[src/rtl/qvr_pkg.sv]
// Package: item and result types and fixed widths for the quaternion vector rotator.
package qvr_pkg;

    // Divider: quotient bits, one per pipeline step
    localparam int QBITS    = 31;
    localparam int DEN_W    = 33;
    localparam int DVD_W    = 63;
    localparam int FRAC     = 30;

    typedef struct packed {
        logic signed [15:0] quat_w;
        logic signed [15:0] quat_x;
        logic signed [15:0] quat_y;
        logic signed [15:0] quat_z;
        logic signed [31:0] vec_x;
        logic signed [31:0] vec_y;
        logic signed [31:0] vec_z;
        logic               inverse;
    } req_t;

    typedef struct packed {
        logic signed [31:0] out_x;
        logic signed [31:0] out_y;
        logic signed [31:0] out_z;
        logic               zero_quat;
        logic               saturated;
    } rsp_t;

endpackage

[src/rtl/qvr_div.sv]
// Pipelined restoring divider, one quotient bit per stage, for the matrix entry scaling.
module qvr_div (
    input  logic                         clk,
    input  logic [qvr_pkg::DVD_W-1:0]    dividend,
    input  logic [qvr_pkg::DEN_W-1:0]    den,
    output logic [qvr_pkg::QBITS-1:0]    quot
);
    import qvr_pkg::*;

    // stage s holds partial remainder, remaining dividend bits / quotient bits, divisor
    logic [DEN_W-1:0] rem_reg  [0:QBITS];
    logic [QBITS-1:0] word_reg [0:QBITS];
    logic [DEN_W-1:0] den_reg  [0:QBITS];
    logic [DEN_W-1:0] rem_next [0:QBITS-1];
    logic [QBITS-1:0] word_next[0:QBITS-1];
    logic [DEN_W:0]   trial    [0:QBITS-1];
    logic             ge       [0:QBITS-1];

    // One compare and subtract per stage
    always_comb
    begin
        for (int s = 0; s < QBITS; s++)
        begin
            trial[s]     = {rem_reg[s], word_reg[s][QBITS-1]};
            ge[s]        = trial[s] >= {1'b0, den_reg[s]};
            rem_next[s]  = ge[s] ? DEN_W'(trial[s] - {1'b0, den_reg[s]})
                                 : trial[s][DEN_W-1:0];
            word_next[s] = {word_reg[s][QBITS-2:0], ge[s]};
        end
    end

    // Stage registers
    always_ff @(posedge clk)
    begin
        rem_reg[0]  <= {1'b0, dividend[DVD_W-1:QBITS]};
        word_reg[0] <= dividend[QBITS-1:0];
        den_reg[0]  <= den;
        for (int s = 0; s < QBITS; s++)
        begin
            rem_reg[s+1]  <= rem_next[s];
            word_reg[s+1] <= word_next[s];
            den_reg[s+1]  <= den_reg[s];
        end
    end

    assign quot = word_reg[QBITS];

endmodule

[config.mk]
export PLATFORM = sky130hd
export DESIGN_NAME = qvr_div
export DESIGN_NICKNAME = d
export VERILOG_FILES = /design/src/rtl/qvr_pkg.sv /design/src/rtl/qvr_div.sv
export SDC_FILE = /design/constraint.sdc
export NUM_CORES = 2
export LEC_CHECK = 0
export BUFFER_PORTS_ARGS = -buffer_cell sky130_fd_sc_hd__buf_2
export CAP_MARGIN = 10
export CORE_MARGIN = 4
export CORE_UTILIZATION = 55
export DETAILED_ROUTE_END_ITERATION = 16
export HOLD_SLACK_MARGIN = 0.1
export PLACE_DENSITY_LB_ADDON = 0.12
export SYNTH_ARGS = -nofsm -noshare
export SYNTH_HDL_FRONTEND = slang
export SYNTH_SLANG_ARGS = --single-unit
[constraint.sdc]
create_clock -name clk -period 6.3 [get_ports clk]
set_input_delay 0.945 -clock clk [delete_from_list [all_inputs] [get_ports clk]]
set_output_delay 0.945 -clock clk [all_outputs]
set_load 0.01 [all_outputs]
==> flow_summary.ini <==
[detailed_routing]
drt_iter0_drc = 6074
drtPass1Iterations = 6
post_drt_wl_per_cell_um = 18.4
routed_wirelength_um = 302000
antenna_left = 0
drcViolationCount = 0
vias = 89500
viasPerCell = 5.47

[min_path]
hold_class = in -> reg

[floorplanning]
dieArea_um2 = 235000
ios = 128
start_util_pct = 55.4
rows = 174
coreArea_um2 = 225000
die_h_um = 484
die_w_um = 484

[worst_setup_path]
worst-path-buf-inv = 3
cp_top_family = compound AO/OA/AOI/OAI gates
end_kind = flip-flop
path_cells = inv_1 -> ha_1 -> inv_1 -> fa_1 -> a21oi_1 -> o211ai_1 -> a21boi_0 -> a2111oi_0 -> o31ai_1 -> a21oi_1 -> nor4_1 -> or2_2 -> inv_1 -> mux2_2
slowest_stage = or2_2
cp_common_cell = inv_1
worstPathRequired_ps = 7100
path_max_fanout = 55
critPathLaunchType = flip-flop
worstSetupPathType = reg -> reg
reg2reg_slack_ps = 1630
max_stage_delay_ps = 760
crit_arrival_ps = 5460

[logic_synthesis]
synth.distinct_cells = 91
ys_seq_area_share_pct = 48.7
synth_edf_count = 0
synthDominantCellAreaShare_pct = 48.7
syn_inst = 12800
synth_nets = 14000
yosysTopAreaCell = dfxtp_1
synth_area_leaders = dfxtp_1 49%, ha_1 10%, a21oi_1 4.5%
yosys_register_bits = 3037
async_flop_share_pct = 0
yosysWarnings = 0
ys.flop_type = dfxtp_1
syn_avg_cell_area_um2 = 9.71
synthesis.area_um2 = 125000

[clock_network]
root_buffer = clkbuf_16
htree_levels = 5
cts_sinks = 3037
cts_tree = done
cts_hold_buf = 88
clk_path_buf_depth = 4
cts_buffers = 318
cts_setup_buffers = 0
cts.clk_slew.worst_paths_ps = 60
insertion_delay_ps = 940
cts_resized = 0

[sta]
worst_pin_slew_ps = 1170
tns_ps = 0
drv_slew = 0
fin_crit_ps = 4670
timing.final.crit_share_pct = 74.1
hold-worst-slack_ps = 162
finalSetupViolCount = 0
timing.fmax_mhz = 214
relSlewSlack_pct = 19.9
clock_skew_ps = 68.8
hold_viol = 0
rsz0062_at_grt = no

[global_routing]
grt_util_all_layers_pct = 25.0
antenna_found_initial = 7
grt_pass1_vias = 88100
grt_start_max_net_pins = 59
overflow = 0
grt_pass1_wl_um = 474000

[layout]
finalInstanceArea_um2 = 140000
final_layout_size_suffix_gt1_share_pct = 8.40
final_common_cell = dfxtp_1
fin_nets = 14300
fillers = 19000
multiInputGateArea_um2 = 58200
largest_reg_flops = 1023
syn_to_final_growth_pct = 12.4
regArea_um2 = 60800
layout_common_cells = 3,037 x dfxtp_1, 1,302 x inv_1, 1,131 x a21oi_1
fin_cells = 16400

[job]
maxCapViolations = 0

[power_and_ir_drop]
pwr_density_cell_nw_per_um2 = 608
power_mw = 85.4
leakage_nw = 64.4
peakVddDrop_uv = 316

[place]
place_area_um2 = 129000
hpwlAfterDp_um = 234000
placedCellCount = 15700
io_buffers = 127
gp_congestion = 0.923

[outcome]
status = completed
cells by family after synthesis:
group,share of synthesized area [%]
adder cells (fa/ha/maj),10.7
AO/OA/AOI/OAI,16.6
multiplexers,3.34
flip-flops,48.7
AND/OR/NAND/NOR,9.85
XOR/XNOR,5.96
buffers and inverters,4.83
path summary, 6_finish.rpt:
kind,startpoint,to,cells after the start
max,word_reg[0][30]$_DFF_P_,rem_reg[0][58]$_DFF_P_,14
min,den[11],den_reg[0][11]$_DFF_P_,1
max reg2reg,word_reg[0][30]$_DFF_P_,rem_reg[0][58]$_DFF_P_,14
min reg2reg,word_reg[0][223]$_DFF_P_,word_reg[0][255]$_DFF_P_,0
layer usage:
| metal | global-route usage, % | part of all wire (%) |
|---|---|---|
| met3 | 2.88 | 4.1 |
| met1 | 30.4 | 42 |
| met4 | 8.88 | 3.7 |
| met2 | 45.5 | 50 |
| met5 | 0 | 0 |
cell type report:
class	count	area share, %
multi-input cells	8223	41.5
repair buffers	248	1.28
clock buffers	410	6.38
diodes	7	0.0125
flip-flops and latches	3037	43.3
inverters	1305	3.49
clock inverters	142	1.33
well taps	2992	2.67
cells in the mapped netlist, types with 102 or more instances:
cell / n
nand3_1: 206
nand2_1: 823
inv_1: 1302
o21bai_1: 130
nor2b_1: 102
clkbuf_1: 236
ha_1: 1023
a21o_1: 479
a21oi_1: 1133
nand2b_1: 134
xnor2_1: 495
nand4_1: 162
nor2_1: 727
o21a_1: 112
nor3_1: 126
mux2_2: 330
xor2_1: 355
o21ai_0: 760
dfxtp_1: 3037
report_power, final:
part,total (mW),internal [mW],switching (mW)
Combinational,37.7,16.6,21.1
Clock,19.1,11.6,7.47
Sequential,28.5,25.0,3.52
Total,85.4,53.2,32.1
metrics by stage:
step                setup WS [ps]  utilization [%]
floorplan                    2620                -
global placement             1920             57.1
detailed placement           1750             57.1
CTS                          1680             62.2
global route                 1290             62.2
finish                       1630             62.3
worst reg2reg max path, stage by stage (launching register included):
cell and delay [ps]:
dfxtp_1 310, inv_1 50, ha_1 160, inv_1 50, fa_1 400, a21oi_1 250
o211ai_1 160, a21boi_0 480, a2111oi_0 360, o31ai_1 620, a21oi_1 160, nor4_1 270
or2_2 760, inv_1 190, mux2_2 310
Note: power is estimated with default switching activity, not from simulation.
